==> config.mk <==
export PLATFORM = sky130hd
export DESIGN_NAME = row_page_lru_cache
export DESIGN_NICKNAME = d
export VERILOG_FILES = /design/src/design/rplc_pkg.sv /design/src/design/rplc_div.sv /design/src/design/rplc_lru.sv /design/src/design/row_page_lru_cache.sv
export SDC_FILE = /design/constraint.sdc
export NUM_CORES = 1
export LEC_CHECK = 0
export CORE_MARGIN = 3
export CORE_UTILIZATION = 50
export CTS_CLUSTER_DIAMETER = 150
export DETAILED_ROUTE_END_ITERATION = 6
export DONT_BUFFER_PORTS = 1
export PLACE_DENSITY = 0.76
export SYNTH_ARGS = -nofsm -noshare
export SYNTH_HDL_FRONTEND = slang
export SYNTH_SLANG_ARGS = --single-unit
==> constraint.sdc <==
create_clock -name i_clk -period 16.9 [get_ports i_clk]
set_input_delay 1.69 -clock i_clk [delete_from_list [all_inputs] [get_ports i_clk]]
set_output_delay 1.69 -clock i_clk [all_outputs]
set_load 0.02 [all_outputs]
==> src/design/rplc_pkg.sv <==
// ----------------------------------------------------------------------------
// rplc_pkg
// Types and constants shared by the row page LRU cache modules.
// ----------------------------------------------------------------------------
package rplc_pkg;

    localparam int ROW_W       = 31;
    localparam int PAGE_W      = 31;
    localparam int OFFSET_W    = 16;
    localparam int SLOT_W      = 3;
    localparam int PAGE_SIZE_W = 17;

    localparam logic [PAGE_SIZE_W-1:0] PAGE_SIZE_RST = 17'd256;
    localparam logic [PAGE_SIZE_W-1:0] PAGE_SIZE_MIN = 17'd1;
    localparam logic [PAGE_SIZE_W-1:0] PAGE_SIZE_MAX = 17'd65536;

    localparam logic OP_LOOKUP = 1'b0;
    localparam logic OP_FLUSH  = 1'b1;

    typedef struct packed {
        logic              opcode;
        logic [ROW_W-1:0]  row_num;
    } t_cmd;

    typedef struct packed {
        logic                hit;
        logic [SLOT_W-1:0]   slot;
        logic [PAGE_W-1:0]   page_number;
        logic [OFFSET_W-1:0] page_ofs;
        logic                evicted;
        logic [PAGE_W-1:0]   evicted_page;
    } t_res;

    typedef struct packed {
        logic              hit;
        logic [SLOT_W-1:0] slot;
        logic              evicted;
        logic [PAGE_W-1:0] evicted_page;
    } t_lru_res;

endpackage

==> src/design/rplc_div.sv <==
// ----------------------------------------------------------------------------
// rplc_div
// Restoring divider: one quotient bit per cycle, row index by page size.
// ----------------------------------------------------------------------------
module rplc_div #(
    parameter int ROW_BITS = 31
) (
    input  logic                            i_clk,
    input  logic                            i_rst_n,
    input  logic                            i_start,
    input  logic [ROW_BITS-1:0]             i_dividend,
    input  logic [rplc_pkg::PAGE_SIZE_W-1:0] i_divisor,
    output logic                            o_done,
    output logic [ROW_BITS-1:0]             o_quotient,
    output logic [rplc_pkg::OFFSET_W-1:0]   o_remainder
);
    import rplc_pkg::*;

    localparam int CNT_W = $clog2(ROW_BITS + 1);

    logic                   r_busy;
    logic                   r_done;
    logic [CNT_W-1:0]       r_cnt;
    logic [ROW_BITS-1:0]    r_quo;
    logic [PAGE_SIZE_W-1:0] r_rem;
    logic [PAGE_SIZE_W-1:0] r_div;

    logic [PAGE_SIZE_W:0]   n_shift;
    logic                   n_ge;

    assign n_shift = {r_rem, r_quo[ROW_BITS-1]};
    assign n_ge    = n_shift >= {1'b0, r_div};

    always_ff @(posedge i_clk) begin
        if (!i_rst_n) begin
            r_busy <= 1'b0;
            r_done <= 1'b0;
            r_cnt  <= '0;
        end else begin
            r_done <= 1'b0;
            if (i_start) begin
                r_busy <= 1'b1;
                r_cnt  <= CNT_W'(ROW_BITS);
            end else if (r_busy) begin
                r_cnt <= r_cnt - 1'b1;
                if (r_cnt == CNT_W'(1)) begin
                    r_busy <= 1'b0;
                    r_done <= 1'b1;
                end
            end
        end
    end

    always_ff @(posedge i_clk) begin
        if (i_start) begin
            r_quo <= i_dividend;
            r_rem <= '0;
            r_div <= i_divisor;
        end else if (r_busy) begin
            r_quo <= {r_quo[ROW_BITS-2:0], n_ge};
            if (n_ge) begin
                r_rem <= PAGE_SIZE_W'(n_shift - {1'b0, r_div});
            end else begin
                r_rem <= n_shift[PAGE_SIZE_W-1:0];
            end
        end
    end

    assign o_done      = r_done;
    assign o_quotient  = r_quo;
    assign o_remainder = r_rem[OFFSET_W-1:0];

endmodule

==> src/design/rplc_lru.sv <==
// ----------------------------------------------------------------------------
// rplc_lru
// Fully associative page table with LRU ranks, scanned one entry per cycle.
// ----------------------------------------------------------------------------
module rplc_lru #(
    parameter int CACHE_PAGES = 8,
    parameter int PAGE_BITS   = 31
) (
    input  logic                 i_clk,
    input  logic                 i_rst_n,
    input  logic                 i_flush,
    input  logic                 i_start,
    input  logic [PAGE_BITS-1:0] i_page,
    output logic                 o_done,
    output rplc_pkg::t_lru_res   o_res
);
    import rplc_pkg::*;

    localparam int IW = $clog2(CACHE_PAGES);

    typedef enum logic [1:0] {
        L_IDLE,
        L_SCAN,
        L_DRAIN,
        L_UPDATE
    } t_state;

    t_state               r_state;
    logic                 r_valid [CACHE_PAGES];
    logic [IW-1:0]        r_rank  [CACHE_PAGES];
    logic [PAGE_BITS-1:0] r_mem   [CACHE_PAGES];
    logic [PAGE_BITS-1:0] r_page;
    logic [IW-1:0]        r_addr;
    logic                 r_rd_act;
    logic [IW-1:0]        r_rd_idx;
    logic [PAGE_BITS-1:0] r_rd_data;
    logic                 r_found;
    logic [IW-1:0]        r_hit_idx;
    logic                 r_free_found;
    logic [IW-1:0]        r_free_idx;
    logic                 r_vic_set;
    logic [IW-1:0]        r_vic_idx;
    logic [IW-1:0]        r_vic_rank;
    logic [PAGE_BITS-1:0] r_vic_page;
    logic                 r_done;
    t_lru_res             r_res;

    logic                 n_v;
    logic [IW-1:0]        n_rk_scan;
    logic [IW-1:0]        n_k;
    logic [IW-1:0]        n_rk;
    logic                 n_all_inc;
    logic                 n_evict;
    logic                 n_wr;

    assign n_v       = r_valid[r_rd_idx];
    assign n_rk_scan = r_rank[r_rd_idx];
    assign n_all_inc = !r_found && r_free_found;
    assign n_evict   = !r_found && !r_free_found;
    assign n_k       = r_found ? r_hit_idx : (r_free_found ? r_free_idx : r_vic_idx);
    assign n_rk      = r_found ? r_rank[r_hit_idx] : r_vic_rank;
    assign n_wr      = (r_state == L_UPDATE) && !r_found;

    always_ff @(posedge i_clk) begin
        if (n_wr) begin
            r_mem[n_k] <= i_page;
        end
        r_rd_data <= r_mem[r_addr];
    end

    always_ff @(posedge i_clk) begin
        if (!i_rst_n) begin
            r_state  <= L_IDLE;
            r_rd_act <= 1'b0;
            r_done   <= 1'b0;
            for (int i = 0; i < CACHE_PAGES; i++) begin
                r_valid[i] <= 1'b0;
                r_rank[i]  <= '0;
            end
        end else begin
            r_done   <= 1'b0;
            r_rd_act <= (r_state == L_SCAN);
            r_rd_idx <= r_addr;

            if (r_rd_act) begin
                if (n_v && (r_rd_data == r_page) && !r_found) begin
                    r_found   <= 1'b1;
                    r_hit_idx <= r_rd_idx;
                end
                if (!n_v && !r_free_found) begin
                    r_free_found <= 1'b1;
                    r_free_idx   <= r_rd_idx;
                end
                if (n_v && (!r_vic_set || (n_rk_scan > r_vic_rank))) begin
                    r_vic_set  <= 1'b1;
                    r_vic_idx  <= r_rd_idx;
                    r_vic_rank <= n_rk_scan;
                    r_vic_page <= r_rd_data;
                end
            end

            case (r_state)
                L_IDLE: begin
                    if (i_flush) begin
                        for (int i = 0; i < CACHE_PAGES; i++) begin
                            r_valid[i] <= 1'b0;
                            r_rank[i]  <= '0;
                        end
                    end else if (i_start) begin
                        r_page       <= i_page;
                        r_addr       <= '0;
                        r_found      <= 1'b0;
                        r_free_found <= 1'b0;
                        r_vic_set    <= 1'b0;
                        r_state      <= L_SCAN;
                    end
                end
                L_SCAN: begin
                    if (r_addr == IW'(CACHE_PAGES - 1)) begin
                        r_state <= L_DRAIN;
                    end else begin
                        r_addr <= r_addr + 1'b1;
                    end
                end
                L_DRAIN: begin
                    r_state <= L_UPDATE;
                end
                L_UPDATE: begin
                    for (int i = 0; i < CACHE_PAGES; i++) begin
                        if ((IW'(i) != n_k) && r_valid[i] &&
                            (n_all_inc || (r_rank[i] < n_rk))) begin
                            r_rank[i] <= r_rank[i] + 1'b1;
                        end
                    end
                    r_rank[n_k]        <= '0;
                    r_valid[n_k]       <= 1'b1;
                    r_res.hit          <= r_found;
                    r_res.slot         <= SLOT_W'(n_k);
                    r_res.evicted      <= n_evict;
                    r_res.evicted_page <= n_evict ? PAGE_W'(r_vic_page) : '0;
                    r_done             <= 1'b1;
                    r_state            <= L_IDLE;
                end
                default: begin
                    r_state <= L_IDLE;
                end
            endcase
        end
    end

    assign o_done = r_done;
    assign o_res  = r_res;

endmodule

==> src/design/row_page_lru_cache.sv <==
// ----------------------------------------------------------------------------
// row_page_lru_cache
// Row to page lookup with a fully associative LRU page cache.
// ----------------------------------------------------------------------------
// A lookup runs from the accepting edge to the edge that raises o_strobe: the
// divider produces one quotient bit per cycle, then the page table is scanned
// one entry per cycle through its single read port, drained and updated, with
// a registered handover on each side. busy drops at the edge that raises
// o_strobe, so a new lookup is taken only once the previous one has finished.
// A flush is done at the edge that accepts it, clears the page table and
// never raises busy. The result appears on o_res for exactly one cycle with
// o_strobe and cannot be stalled, so the receiver must take every beat.
// Write page_size only while busy is low and no result is pending.
// ----------------------------------------------------------------------------
module row_page_lru_cache #(
    parameter int CACHE_PAGES    = 8,
    parameter int ROW_INDEX_BITS = 31
) (
    input  logic                             i_clk,
    input  logic                             i_rst_n,
    input  logic                             start,
    output logic                             busy,
    input  rplc_pkg::t_cmd                   i_cmd,
    output logic                             o_strobe,
    output rplc_pkg::t_res                   o_res,
    input  logic                             i_cfg_valid,
    output logic                             o_cfg_ready,
    input  logic [rplc_pkg::PAGE_SIZE_W-1:0] i_cfg_data
);
    import rplc_pkg::*;

    localparam int RW = (ROW_INDEX_BITS < ROW_W) ? ROW_INDEX_BITS : ROW_W;

    typedef enum logic [1:0] {
        S_IDLE,
        S_DIV,
        S_LRU
    } t_state;

    t_state                 r_state;
    logic [PAGE_SIZE_W-1:0] r_page_size;
    logic [RW-1:0]          r_page;
    logic [OFFSET_W-1:0]    r_offset;
    logic                   r_strobe;
    t_res                   r_res;
    logic                   r_lru_start;

    logic                   n_accept;
    logic                   n_div_start;
    logic                   n_flush;
    logic                   div_done;
    logic [RW-1:0]          div_quo;
    logic [OFFSET_W-1:0]    div_rem;
    logic                   lru_done;
    t_lru_res               lru_res;

    assign busy        = (r_state != S_IDLE);
    assign n_accept    = start && !busy;
    assign n_div_start = n_accept && (i_cmd.opcode == OP_LOOKUP);
    assign n_flush     = n_accept && (i_cmd.opcode == OP_FLUSH);
    assign o_cfg_ready = 1'b1;

    rplc_div #(
        .ROW_BITS (RW)
    ) u_div (
        .i_clk       (i_clk),
        .i_rst_n     (i_rst_n),
        .i_start     (n_div_start),
        .i_dividend  (i_cmd.row_num[RW-1:0]),
        .i_divisor   (r_page_size),
        .o_done      (div_done),
        .o_quotient  (div_quo),
        .o_remainder (div_rem)
    );

    rplc_lru #(
        .CACHE_PAGES (CACHE_PAGES),
        .PAGE_BITS   (RW)
    ) u_lru (
        .i_clk   (i_clk),
        .i_rst_n (i_rst_n),
        .i_flush (n_flush),
        .i_start (r_lru_start),
        .i_page  (r_page),
        .o_done  (lru_done),
        .o_res   (lru_res)
    );

    always_ff @(posedge i_clk) begin
        if (!i_rst_n) begin
            r_state     <= S_IDLE;
            r_page_size <= PAGE_SIZE_RST;
            r_strobe    <= 1'b0;
            r_lru_start <= 1'b0;
        end else begin
            r_strobe    <= 1'b0;
            r_lru_start <= 1'b0;

            if (i_cfg_valid && o_cfg_ready) begin
                if (i_cfg_data == '0) begin
                    r_page_size <= PAGE_SIZE_MIN;
                end else if (i_cfg_data > PAGE_SIZE_MAX) begin
                    r_page_size <= PAGE_SIZE_MAX;
                end else begin
                    r_page_size <= i_cfg_data;
                end
            end

            case (r_state)
                S_IDLE: begin
                    if (n_flush) begin
                        r_res    <= '0;
                        r_strobe <= 1'b1;
                    end else if (n_div_start) begin
                        r_state <= S_DIV;
                    end
                end
                S_DIV: begin
                    if (div_done) begin
                        r_page      <= div_quo;
                        r_offset    <= div_rem;
                        r_lru_start <= 1'b1;
                        r_state     <= S_LRU;
                    end
                end
                S_LRU: begin
                    if (lru_done) begin
                        r_res.hit          <= lru_res.hit;
                        r_res.slot         <= lru_res.slot;
                        r_res.page_number  <= PAGE_W'(r_page);
                        r_res.page_ofs     <= r_offset;
                        r_res.evicted      <= lru_res.evicted;
                        r_res.evicted_page <= lru_res.evicted_page;
                        r_strobe           <= 1'b1;
                        r_state            <= S_IDLE;
                    end
                end
                default: begin
                    r_state <= S_IDLE;
                end
            endcase
        end
    end

    assign o_strobe = r_strobe;
    assign o_res    = r_res;

endmodule
=== After elaboration in Yosys (flattened, before gate mapping) ===
Memories as Yosys holds them, arrays and structs flattened. A register that Yosys moved wholly into a read port is not among the register bits.
Index checks and enable logic that the tools add are counted.

* Bits of input ports: 53
* Memories kept: 3
* Bits in registers: 346
* Output and inout bits: 86
* Bits in writable memories: 280

* $lt $le $gt $ge: 11
* Bitwise logic cells: 28
* Reduce and logical (&&, ||, !) cells: 61
* Multiplexer cells: 120
* Equal/unequal tests: 24
* Add/subtract/negate cells: 11

{| class="wikitable"
|+ Memory list
! memory !! depth !! width !! read ports !! clocked after Yosys merged registers in !! wr ports !! RTL line !! text
|-
| u_lru.r_mem || 8 || 31 || 1 || 1 || 1 || rplc_lru.sv:31 || <nowiki>logic [PAGE_BITS-1:0] r_mem [CACHE_PAGES];</nowiki>
|-
| u_lru.r_rank || 8 || 3 || 10 || 2 || 9 || rplc_lru.sv:30 || <nowiki>logic [IW-1:0] r_rank [CACHE_PAGES];</nowiki>
|-
| u_lru.r_valid || 8 || 1 || 9 || 1 || 8 || rplc_lru.sv:29 || <nowiki>logic r_valid [CACHE_PAGES];</nowiki>
|}

{| class="wikitable"
|+ Operator list
! cell !! count
|-
| $mux W83 || 2
|-
| $pmux W83 S2 || 1
|-
| $mux W3 || 26
|-
| $mux W1 || 73
|-
| $mux W31 || 2
|-
| $mux W17 || 3
|-
| $eq A31 B31 Y1 || 1
|-
| $add A3 B1 Y3 const B || 9
|-
| $logic_and A1 B1 Y1 || 26
|-
| $lt A3 B3 Y1 || 8
|-
| $or A1 B1 Y1 || 24
|-
| $ge A18 B17 Y1 || 1
|-
| $gt A17 B17 Y1 const B || 1
|-
| $logic_not A17 Y1 || 1
|-
| $sub A17 B17 Y17 || 1
|-
| $reduce_and A3 Y1 || 5
|-
| $mux W2 || 7
|-
| $ne A2 B2 Y1 const B || 7
|-
| $ne A3 B3 Y1 const A || 4
|-
| $reduce_and A4 Y1 || 3
|-
| $mux W5 || 2
|-
| $logic_or A1 B1 Y1 || 9
|-
| $pmux W2 S4 || 1
|-
| $reduce_bool A2 Y1 || 4
|-
| other kinds (20) || 34
|}

=== Longest topological paths before layout ===
Gate-level depths: netlist of the first run.

* Depth after elaboration: 10
* Depth in mapped cells: 12

=== By module ===
From an unflattened synthesis of the first run, not the netlist that was laid out.

* Cell total of the unflattened synthesis: 1608
* Area, all modules: 26678.1 um^2

{| class="wikitable"
|+ By module, submodules not included
! module !! cells each !! area an instance (um^2) !! sequential area each (um^2) !! times used
|-
| rplc_lru || 937 || 17286.6 || 12482.0 || 1
|-
| row_page_lru_cache || 317 || 5462.7 || 4324.1 || 1
|-
| rplc_div || 354 || 3928.8 || 1921.8 || 1
|}

=== Worst setup path after synthesis of the first run ===
OpenSTA, ideal clock, no wires.

* Kind: input-to-reg
* Start point: input i_rst_n
* End point: register r_res, in the netlist o_res[0], enable pin
* Path slack: 10.136 ns
* Library setup time: 0.551 ns
* Arrival time: 6.212 ns
* Stages: 4
* Cell sequence: clkbuf_1 inv_1 clkbuf_1 a21oi_1

* Cells in the longest elaborated chain, start to end: 1

{| class="wikitable"
|+ Ends and longest elaborated chain
! item !! RTL line !! text
|-
| start, declared || row_page_lru_cache.sv:20 || <nowiki>input logic i_rst_n,</nowiki>
|-
| $reduce_and A4 Y1 (no source line) || - ||
|-
| end, declared || row_page_lru_cache.sv:45 || <nowiki>t_res r_res;</nowiki>
|}

Every way passes these cells.
A chain may end at the register's enable or synchronous reset.

==> impl_metrics.csv, run 1 <==
group,metric,value,unit
run_status,outcome,"finished, final reports clean",
worst_setup_path,cp-end-kind,"flip-flop",
floorplanning,core_area,51610,sq um
logic_synthesis,synth_top_area_share,62.36,%
worst_setup_path,max_stage_delay,690,ps
logic_synthesis,synth.avg_cell_area,15.75,sq um
clocking,cts_buffers,61,
worst_setup_path,worstPathArrival,3610,ps
pwr,swShare,21.98,%
route,antenna_left,0,
logic_synthesis,synthArstFlopShare,0,%
route,wl_per_cell,22.07,microns
finish,syn_to_final_growth,11.30,%
logic_synthesis,ys_ff_latch,663,
sta,relSlewSlack,25.51,%
flow_run,max_cap_violations,0,
placed_design,port_buffers,0,
sta,rsz0062_at_grt,"false",
worst_setup_path,path_max_fanout,34,
min_path,hold_start,"r_page_size[5]",
finish,regArea,18730,sq um
finish,nFillCells,3821,
pwr,ir_drop,92.99,uV
pwr,powerDensity,123.2,nW/um^2
route,drtPass1Iterations,5,
placed_design,placed_area,27040,sq um
sta,timing.setup.tns,0,ps
sta,tightest_slew,1117,ps
finish,diodes,0,
sta,max_freq,297.4,MHz
floorplanning,fp.dieH,235.1,microns
logic_synthesis,synth.largest_area_cell,"edfxtp_1",
route,drtIter0Drc,1252,
placed_design,post-place-ws,12980,ps
sta,fin_skew,25.56,ps
worst_setup_path,start_kind,"flip-flop",
floorplanning,dieArea,55270,sq um
min_path,holdCritPathClass,"flip-flop to flip-flop",
pwr,p_clk_share,40.8,%
worst_setup_path,path_buf_inv,1,
grt,grt_overflow,0,
worst_setup_path,crit_type,"flip-flop to flip-flop",
logic_synthesis,syn_nets,1772,
pwr,switchingPower,0.7909,mW
clocking,cts_hold_buf,0,
logic_synthesis,ys_seq_area_share,71.36,%
floorplanning,dieWidth,235.1,microns
clocking,htreeDepth,2,
clocking,cts_tree,"built",
logic_synthesis,synth.distinct_cells,73,
floorplanning,ioPinCount,139,
logic_synthesis,syn_inst,1666,
sta,hold_viol,0,
finish,fin_area,29210,sq um
worst_setup_path,critPathSlowestCell,"dfxtp_1",
sta,fin_crit_sh,19.89,%
worst_setup_path,r2r_setup_slack,13540,ps
finish,nNetsFinal,1791,
clocking,cts_setup_buffers,0,
pwr,seqPwrFrac,51.6,%
clocking,cts_buffer_depth,3,
route,vias_per_cell,5.740,
worst_setup_path,path_cells,"mux4_2, mux2_2, ha_1, nor2b_1, o21a_1, o21ai_0, a21oi_4, buf_4",
sta,slew_viol_final,0,
route,via_count,13873,
placed_design,dp_hpwl,33.08,mm
grt,grtUsageTotal,19.13,%
grt,grt_pass1_wl,82.70,mm
worst_setup_path,r2r-end,"u_lru.r_vic_page[19]",
grt,grt_max_degree,85,
logic_synthesis,yosys_warnings,0,
min_path,hold_end,"u_div.r_div[5]",
clocking,root_buffer,"clkbuf_16",
finish,utilization,56.59,%
clocking,clkLatencyLatePin,630,ps
worst_setup_path,crit_family,"multiplexers",
logic_synthesis,synth_ff_type,"edfxtp_1",
route,wirelength,53.34,mm
sta,fin_ws,13540,ps
grt,antenna_found_initial,1,
logic_synthesis,synthTopCellsByArea,"edfxtp_1, dfxtp_1, mux4_2",
clocking,cts.clk_slew.worst_paths,70,ps
worst_setup_path,cp.required,17150,ps
clocking,cts.repair.resized,0,
sta,finalHoldWorstSlack,428.2,ps
sta,fin_crit,3362,ps
floorplanning,initial_core_util,50.84,%
min_path,hold_depth,0,
finish,multi_input_area,7093,sq um
pwr,p_int,2.807,mW
floorplanning,num_rows,83,
logic_synthesis,synth-edff-count,545,
worst_setup_path,reg2reg_depth,8,
clocking,clock-sinks,663,
route,drc_errors,0,
finish,drive_gt1_share,15.20,%
pwr,power.leakage,10.12,nW
sta,setup_viol_count_final,0,
logic_synthesis,netlist_area,26240,sq um
placed_design,gp_congestion,0.8416,
grt,grt_pass1_vias,13930,
pwr,pwr-share-comb,7.6,%
-- how the worst max path moves through the flow --
stage,endpoint,depth (start not counted)
after floorplan,o_res[0],4
after global placement,u_div.o_quotient[29],7
after detailed placement,u_div.o_quotient[3],7
after CTS,u_lru.r_vic_page[19],8
after global routing,u_lru.r_rank[6][2],12
final,u_lru.r_vic_page[19],8
-- metrics by stage --
step,power [mW],std cells
5_1_grt,3.720,2417
3_3_place_gp,2.154,2302
3_5_place_dp,2.163,2302
6_report,3.598,2417
2_1_floorplan,2.098,1666
4_1_cts,3.624,2417
-- placed cells by master, fill, tap and decap left out, types with 39 or more instances in the layout --
cell type | synthesis | final
a21oi_1 | 53 | 51
and2_1 | 120 | 120
ha_1 | 52 | 52
edfxtp_1 | 545 | 545
nor2_1 | 66 | 58
dfxtp_1 | 118 | 118
inv_1 | 43 | 42
mux4_2 | 74 | 74
nand2_1 | 157 | 157
clkbuf_16 | 0 | 63
mux2_2 | 39 | 39
-- cell families after synthesis --
group | count (synthesis) | share of synthesized area [%]
flip-flops | 663 | 71.36
AND/OR/NAND/NOR | 461 | 8.821
AO/OA/AOI/OAI | 185 | 4.825
buffers and inverters | 116 | 1.812
XOR/XNOR | 52 | 1.735
other | 1 | 0.01429
adder cells (fa/ha/maj) | 53 | 2.556
multiplexers | 135 | 8.873
-- state kept, by name, indices dropped and copies added, names as in the netlist, 17 cells and up, named ones only --
register	cells
u_div.r_div	17
r_page	31
u_lru.r_mem	248
u_div.o_quotient	31
o_res	83
u_lru.r_rank	24
u_div.r_rem	17
u_lru.r_rd_data	31
r_page_size	17
u_lru.r_vic_page	31
u_lru.o_res	36
u_lru.r_page	31
-- power groups by stage --
| stage | Combinational [mW] | Sequential (mW) | Clock [mW] |
|---|---|---|---|
| detailed placement | 0.270 | 1.89 | 0 |
| finish | 0.273 | 1.86 | 1.47 |
| CTS | 0.273 | 1.86 | 1.49 |
| floorplan | 0.226 | 1.87 | 0 |
| global placement | 0.262 | 1.89 | 0 |
| global route | 0.302 | 1.86 | 1.55 |
-- area by class of cell --
class / instances / share of cell area, %
Clock buffer: 80 / 5.753
Clock inverter: 35 / 1.662
Inverter: 45 / 0.5783
Multi-Input combinational cell: 887 / 24.28
Sequential cell: 663 / 64.12
Tap cell: 680 / 2.913
Timing Repair Buffer: 27 / 0.6939
-- per-layer routing --
| layer | routed length, microns | vias to the layer above | global-route usage [%] |
|---|---|---|---|
| li1 | - | 6282 | - |
| met1 | 23100 | 6986 | 26.99 |
| met2 | 24600 | 520 | 29.75 |
| met3 | 4465 | 83 | 5.096 |
| met4 | 1155 | 2 | 5.212 |
| met5 | 17 | - | 0 |
-- worst reg2reg max path: cells and delay by family, from the launching register on --
family | cells | cell delay [ps]
AOI/OAI and AO/OA | 3 | 540
adders and majority gates | 1 | 290
buffers and inverters | 1 | 420
DFF | 1 | 690
muxes | 2 | 880
and+or+nand+nor | 1 | 140
-- synthesized netlist by cell type, drive strengths merged (5+ instances only) --
| master | number |
|---|---|
| a21oi | 54 |
| dfxtp | 118 |
| mux4 | 74 |
| edfxtp | 545 |
| a21o | 13 |
| o22ai | 5 |
| buf | 20 |
| nor4 | 9 |
| nand3b | 11 |
| ha | 52 |
| mux2 | 41 |
| inv | 44 |
| nand2b | 12 |
| nand3 | 30 |
| or2 | 5 |
| a31oi | 5 |
| a211oi | 6 |
| o21ai | 35 |
| nand2 | 157 |
| nor2b | 8 |
| nand4 | 15 |
| o211ai | 12 |
| xnor2 | 32 |
| clkbuf | 51 |
| mux2i | 20 |
| a22oi | 13 |
| o21a | 9 |
| and2 | 120 |
| nor2 | 66 |
| xor2 | 20 |
| nor3 | 16 |
(Power assumes the default switching activity.)
==> run 2, diff against run 1 <==
Settings changed: PLACE_DENSITY 0.76 to 0.79.
Clock period 16.9 ns to 2.7 ns, I/O delays scaled along.
==> impl_metrics.csv, run 2 (synthesis results as in run 1) <==
group,metric,value,unit
grt,grt_pass1_vias,14718,
floorplanning,num_rows,83,
floorplanning,ioPinCount,139,
sta,max_freq,382.8,MHz
grt,grtUsageTotal,20.34,%
sta,timing.setup.tns,0,ps
worst_setup_path,crit_top_cell,"buf_6",
finish,layout_commonest_cell,"edfxtp_1",
finish,fin_area,30540,sq um
route,drtPass1Iterations,5,
finish,largest_reg_flops,248,
clocking,clkLatencyLatePin,590,ps
clocking,cts_tree,"built",
finish,nNetsFinal,1894,
sta,fin_ws,87.40,ps
pwr,p_int,18.09,mW
pwr,powerDensity,763.5,nW/um^2
clocking,htreeDepth,3,
worst_setup_path,path_cells,"mux4_2, mux2i_1, nand2_1, o21ai_2, buf_6, buf_6, ha_4, o211ai_1, o221a_2, mux2_4, nor2_1",
route,wl_per_cell,22.46,microns
worst_setup_path,start_kind,"flip-flop",
sta,fin_skew,21.57,ps
finish,regMostFlops,"u_lru.r_mem",
floorplanning,core_area,51610,sq um
placed_design,gp_congestion,0.8537,
finish,layout_common_cells,"edfxtp_1, nand2_1, and2_1",
sta,fin_crit_sh,96.76,%
finish,final_cells,2519,
pwr,seqPwrFrac,49.9,%
floorplanning,initial_core_util,50.84,%
route,wirelength,56.58,mm
grt,grt_overflow,0,
route,drtIter0Drc,1205,
sta,rsz0062_at_grt,"true",
sta,fin_crit,2613,ps
floorplanning,dieWidth,235.1,microns
worst_setup_path,cp-end-kind,"flip-flop",
sta,relSlewSlack,37.03,%
clocking,cts.clk_slew.worst_paths,60,ps
finish,utilization,59.18,%
clocking,root_buffer,"clkbuf_16",
worst_setup_path,worstPathArrival,3140,ps
pwr,p_clk_share,41.2,%
sta,tightest_slew,944.5,ps
grt,antenna_found_initial,2,
finish,syn_to_final_growth,16.39,%
run_status,outcome,"finished, final reports clean",
placed_design,post-place-ws,-9.138,ps
sta,hold_viol,0,
worst_setup_path,path_max_fanout,5,
flow_run,max_cap_violations,0,
placed_design,placed_cells,2341,
worst_setup_path,critPathSlowestCell,"mux4_2",
sta,slew_viol_final,0,
route,via_count,14417,
sta,setup_viol_count_final,0,
placed_design,placed_area,27520,sq um
worst_setup_path,crit_type,"flip-flop to flip-flop",
route,antenna_left,0,
worst_setup_path,max_stage_delay,490,ps
route,drc_errors,0,
placed_design,dp_hpwl,34.75,mm
worst_setup_path,cp.required,3230,ps
finish,drive_gt1_share,18.65,%
floorplanning,fp.dieH,235.1,microns
finish,diodes,0,
grt,grt_pass1_wl,86.80,mm
min_path,holdCritPathClass,"primary input to flip-flop",
route,vias_per_cell,5.723,
placed_design,port_buffers,0,
clocking,cts_buffers,68,
pwr,power,23.32,mW
floorplanning,dieArea,55270,sq um
pwr,pwr-share-comb,8.9,%
clocking,clock-sinks,663,
grt,grt_max_degree,75,
pwr,swShare,22.43,%
clocking,cts_buffer_depth,3,
pwr,ir_drop,556.8,uV
pwr,power.leakage,10.75,nW
pwr,switchingPower,5.231,mW
sta,finalHoldWorstSlack,28.50,ps
run 2: changes by cell type in the layout (fill, tap and decap cells not counted), moves of 5 or more:
cell and change:
dfxtp_1 -5, o21ai_2 +6, clkinvlp_4 -5, clkbuf_16 +7, buf_12 +14, o21ai_0 -9, clkbuf_8 +5, ha_1 -5
buf_4 +28, dlygate4sd3_1 +50, ha_4 +5
run 2: path summary, 6_finish.rpt:
kind | startpoint | to | slack [ps] | cells after the start
max reg2reg | u_lru.r_rank[7][1] | u_lru.r_rank[2][0] | 90 | 11
min reg2reg | r_page_size[10] | u_div.r_div[10] | 440 | 0
max | u_lru.r_rank[7][1] | u_lru.r_rank[2][0] | 90 | 11
min | i_rst_n | u_lru.r_rank[7][2] | 30 | 4
run 2: what timing repair did:
action	in CTS	in global routing
gates resized for setup	1	37
endpoints found under the hold margin	75	0
hold buffers	51	0
pin swaps	0	19
setup buffers	0	6
endpoints found under the setup margin	10	69
run 2: worst max-delay path: cells and delay by family (launching register included):
kind	cells	cell delay, ps
AOI/OAI and AO/OA	3	530
adders and majority gates	1	190
buffers and inverters	2	280
DFF	1	390
muxes	3	970
and+or+nand+nor	2	190
run 2: cell type report:
| type | count | area, sq um |
|---|---|---|
| clock buffer | 93 | 1928 |
| clock inverter | 28 | 376.6 |
| fill | 3725 | 21070 |
| inverter | 45 | 168.9 |
| multi-input combinational | 887 | 7242 |
| sequential | 663 | 18740 |
| tap | 680 | 850.8 |
| timing repair buffer | 123 | 1239 |
run 2: power by group through the flow:
stage | registers, mW | logic, mW | clock network, mW
2_1_floorplan | 11.7 | 1.42 | 0
3_3_place_gp | 11.8 | 1.84 | 0
3_5_place_dp | 11.8 | 1.89 | 0
4_1_cts | 11.6 | 1.98 | 9.78
5_1_grt | 11.7 | 2.27 | 10.2
6_report | 11.6 | 2.08 | 9.62
run 2: routing by layer:
layer / vias up / wire length [microns] / GRT usage, %
li1: 6512 / - / -
met1: 7222 / 23680 / 27.75
met2: 571 / 27010 / 32.74
met3: 112 / 4294 / 4.053
met4: 0 / 1588 / 7.475
met5: - / 0 / 0
==> run 3, diff against run 2 <==
Settings changed: ABC_AREA from default to 1.
==> impl_metrics.csv, run 3 <==
group,metric,value,unit
clocking,clkLatencyLatePin,600,ps
finish,fin_area,30630,sq um
finish,syn_to_final_growth,14.86,%
worst_setup_path,r2r_setup_slack,210,ps
sta,fin_crit_sh,92.04,%
logic_synthesis,synth_ff_type,"edfxtp_1",
clocking,cts_tree,"built",
worst_setup_path,worstPathArrival,2760,ps
finish,layout_commonest_cell,"edfxtp_1",
logic_synthesis,netlist_area,26660,sq um
finish,nFillCells,4052,
route,antenna_left,0,
worst_setup_path,crit_type,"flip-flop to flip-flop",
sta,slew_viol_final,0,
finish,diodes,0,
logic_synthesis,yosys-top-cells-count,"edfxtp_1, nor2_1, nand2_1",
grt,grt_overflow,0,
floorplanning,ioPinCount,139,
floorplanning,initial_core_util,50.64,%
pwr,power.leakage,11.64,nW
min_path,holdCritPathClass,"primary input to flip-flop",
placed_design,placed_cells,2973,
route,via_count,17256,
worst_setup_path,cp.required,2970,ps
worst_setup_path,start_kind,"flip-flop",
logic_synthesis,ys_ff_latch,663,
logic_synthesis,synth.distinct_cells,46,
worst_setup_path,path_max_fanout,37,
sta,setup_viol_count_final,0,
route,drc_errors,0,
logic_synthesis,syn_inst,2340,
logic_synthesis,synth_top_area_share,61.38,%
sta,timing.setup.tns,0,ps
pwr,powerDensity,871.4,nW/um^2
logic_synthesis,syn_nets,2446,
finish,regArea,18740,sq um
sta,fin_crit,2485,ps
floorplanning,core_area,52660,sq um
route,vias_per_cell,5.469,
clocking,cts_buffers,69,
logic_synthesis,synthTopCellsByArea,"edfxtp_1, dfxtp_1, nor2_1",
finish,drive_gt1_share,8.066,%
floorplanning,fp.dieH,236.9,microns
pwr,ir_drop,578.9,uV
floorplanning,num_rows,84,
placed_design,gp_congestion,0.9410,
floorplanning,dieWidth,236.9,microns
grt,grtUsageTotal,21.13,%
floorplanning,dieArea,56140,sq um
sta,rsz0062_at_grt,"false",
finish,final_cells,3155,
sta,fin_skew,22.38,ps
clocking,root_buffer,"clkbuf_16",
route,wl_per_cell,19.02,microns
grt,antenna_found_initial,0,
logic_synthesis,ys_seq_area_share,70.24,%
min_path,hold_end,"u_lru.r_state[0]",
route,drtIter0Drc,1730,
flow_run,max_cap_violations,0,
logic_synthesis,yosys_warnings,0,
clocking,cts.clk_slew.worst_paths,60,ps
min_path,hold_start,"start",
clocking,htreeDepth,3,
finish,multi_input_area,6714,sq um
finish,regMostFlops,"u_lru.r_mem",
sta,tightest_slew,1106,ps
logic_synthesis,synth.most_common_cell,"edfxtp_1",
route,wirelength,60.01,mm
clocking,cts_buffer_depth,3,
placed_design,port_buffers,0,
worst_setup_path,cp-end-kind,"flip-flop",
grt,grt_max_degree,128,
placed_design,dp_hpwl,36.19,mm
route,drtPass1Iterations,5,
finish,largest_reg_flops,248,
logic_synthesis,synthArstFlopShare,0,%
worst_setup_path,r2r-end,"u_lru.r_vic_page[4]",
grt,grt_pass1_vias,17230,
logic_synthesis,synth-edff-count,545,
finish,layout_common_cells,"edfxtp_1, nor2_1, nand2_1",
finish,nNetsFinal,2516,
worst_setup_path,reg2reg_depth,12,
sta,hold_viol,0,
sta,relSlewSlack,26.05,%
logic_synthesis,synth.avg_cell_area,11.40,sq um
run_status,outcome,"finished, final reports clean",
grt,grt_pass1_wl,93.78,mm
clocking,clock-sinks,663,
placed_design,placed_area,27700,sq um
logic_synthesis,synth.largest_area_cell,"edfxtp_1",
sta,max_freq,402.4,MHz
sta,finalHoldWorstSlack,67.64,ps
min_path,hold_depth,3,
clocking,cts_setup_buffers,0,
==> run 3: what timing repair did <==
action,in CTS,in global routing
setup endpoints to repair,0,20
hold buffers,54,0
hold endpoints to repair,75,0
resized for setup,0,2
==> run 3: final cells by class <==
cell class,count,share of cell area (%)
clock buffers,83,5.977
clock inverters,45,1.793
inverters,251,3.084
multi-input cells,1336,21.92
flip-flops and latches,663,61.18
well taps,688,2.811
repair buffers,89,3.236
==> run 3: routing by layer <==
metal | vias to the layer above | share of wire, % | track usage, %
li1 | 8160 | - | -
met2 | 783 | 47 | 33.91
met1 | 8191 | 42 | 29.19
met5 | - | 0 | 0
met4 | 0 | 2.7 | 7.715
met3 | 122 | 8.2 | 3.669
==> run 3: report_power, final <==
part           leakage (nW)  internal [mW]  switching, mW
Clock                  1.15           5.86           3.95
Combinational          4.54           1.42           2.83
Sequential             5.95           11.9          0.752
Total                  11.6           19.2           7.53
==> run 3: how the worst max path moves through the flow <==
stage | endpoint | slack, ps
CTS | u_lru.r_vic_page[6] | 230
floorplan | o_res[0] | -570
detailed placement | u_lru.r_vic_page[6] | 250
global placement | u_div.r_rem[16] | 340
global route | u_lru.r_rank[0][1] | 40
finish | u_lru.r_vic_page[4] | 210
==> run 3: cells by family (layout without fill, tap and decap cells) <==
group	after synthesis	after routing	share of synthesized area (%)
adder cells (fa/ha/maj)	53	53	2.515
other	1	1	0.01406
flip-flops	663	663	70.24
AND/OR/NAND/NOR	855	855	13.05
XOR/XNOR	41	41	1.347
buffers and inverters	341	468	4.955
AO/OA/AOI/OAI	386	386	7.883
==> run 3: metrics by stage <==
| step | util [%] | power [mW] | setup slack [ps] |
|---|---|---|---|
| 2_1_floorplan | - | 15.70 | -569.3 |
| 3_3_place_gp | 52.61 | 16.72 | 336.2 |
| 3_5_place_dp | 52.61 | 16.91 | 251.5 |
| 4_1_cts | 58.16 | 26.84 | 228.3 |
| 5_1_grt | 58.16 | 27.88 | 43.34 |
| 6_report | 58.16 | 26.69 | 214.9 |
==> run 3: critical path: stages, from the launching register on <==
cell	delay [ps]
dfxtp_2	520
inv_4	120
a21oi_1	190
o21ai_0	110
nand2_1	70
inv_1	40
o21ai_1	190
inv_1	70
ha_1	190
o21ai_1	170
a21oi_2	90
nor3_4	150
buf_12	240
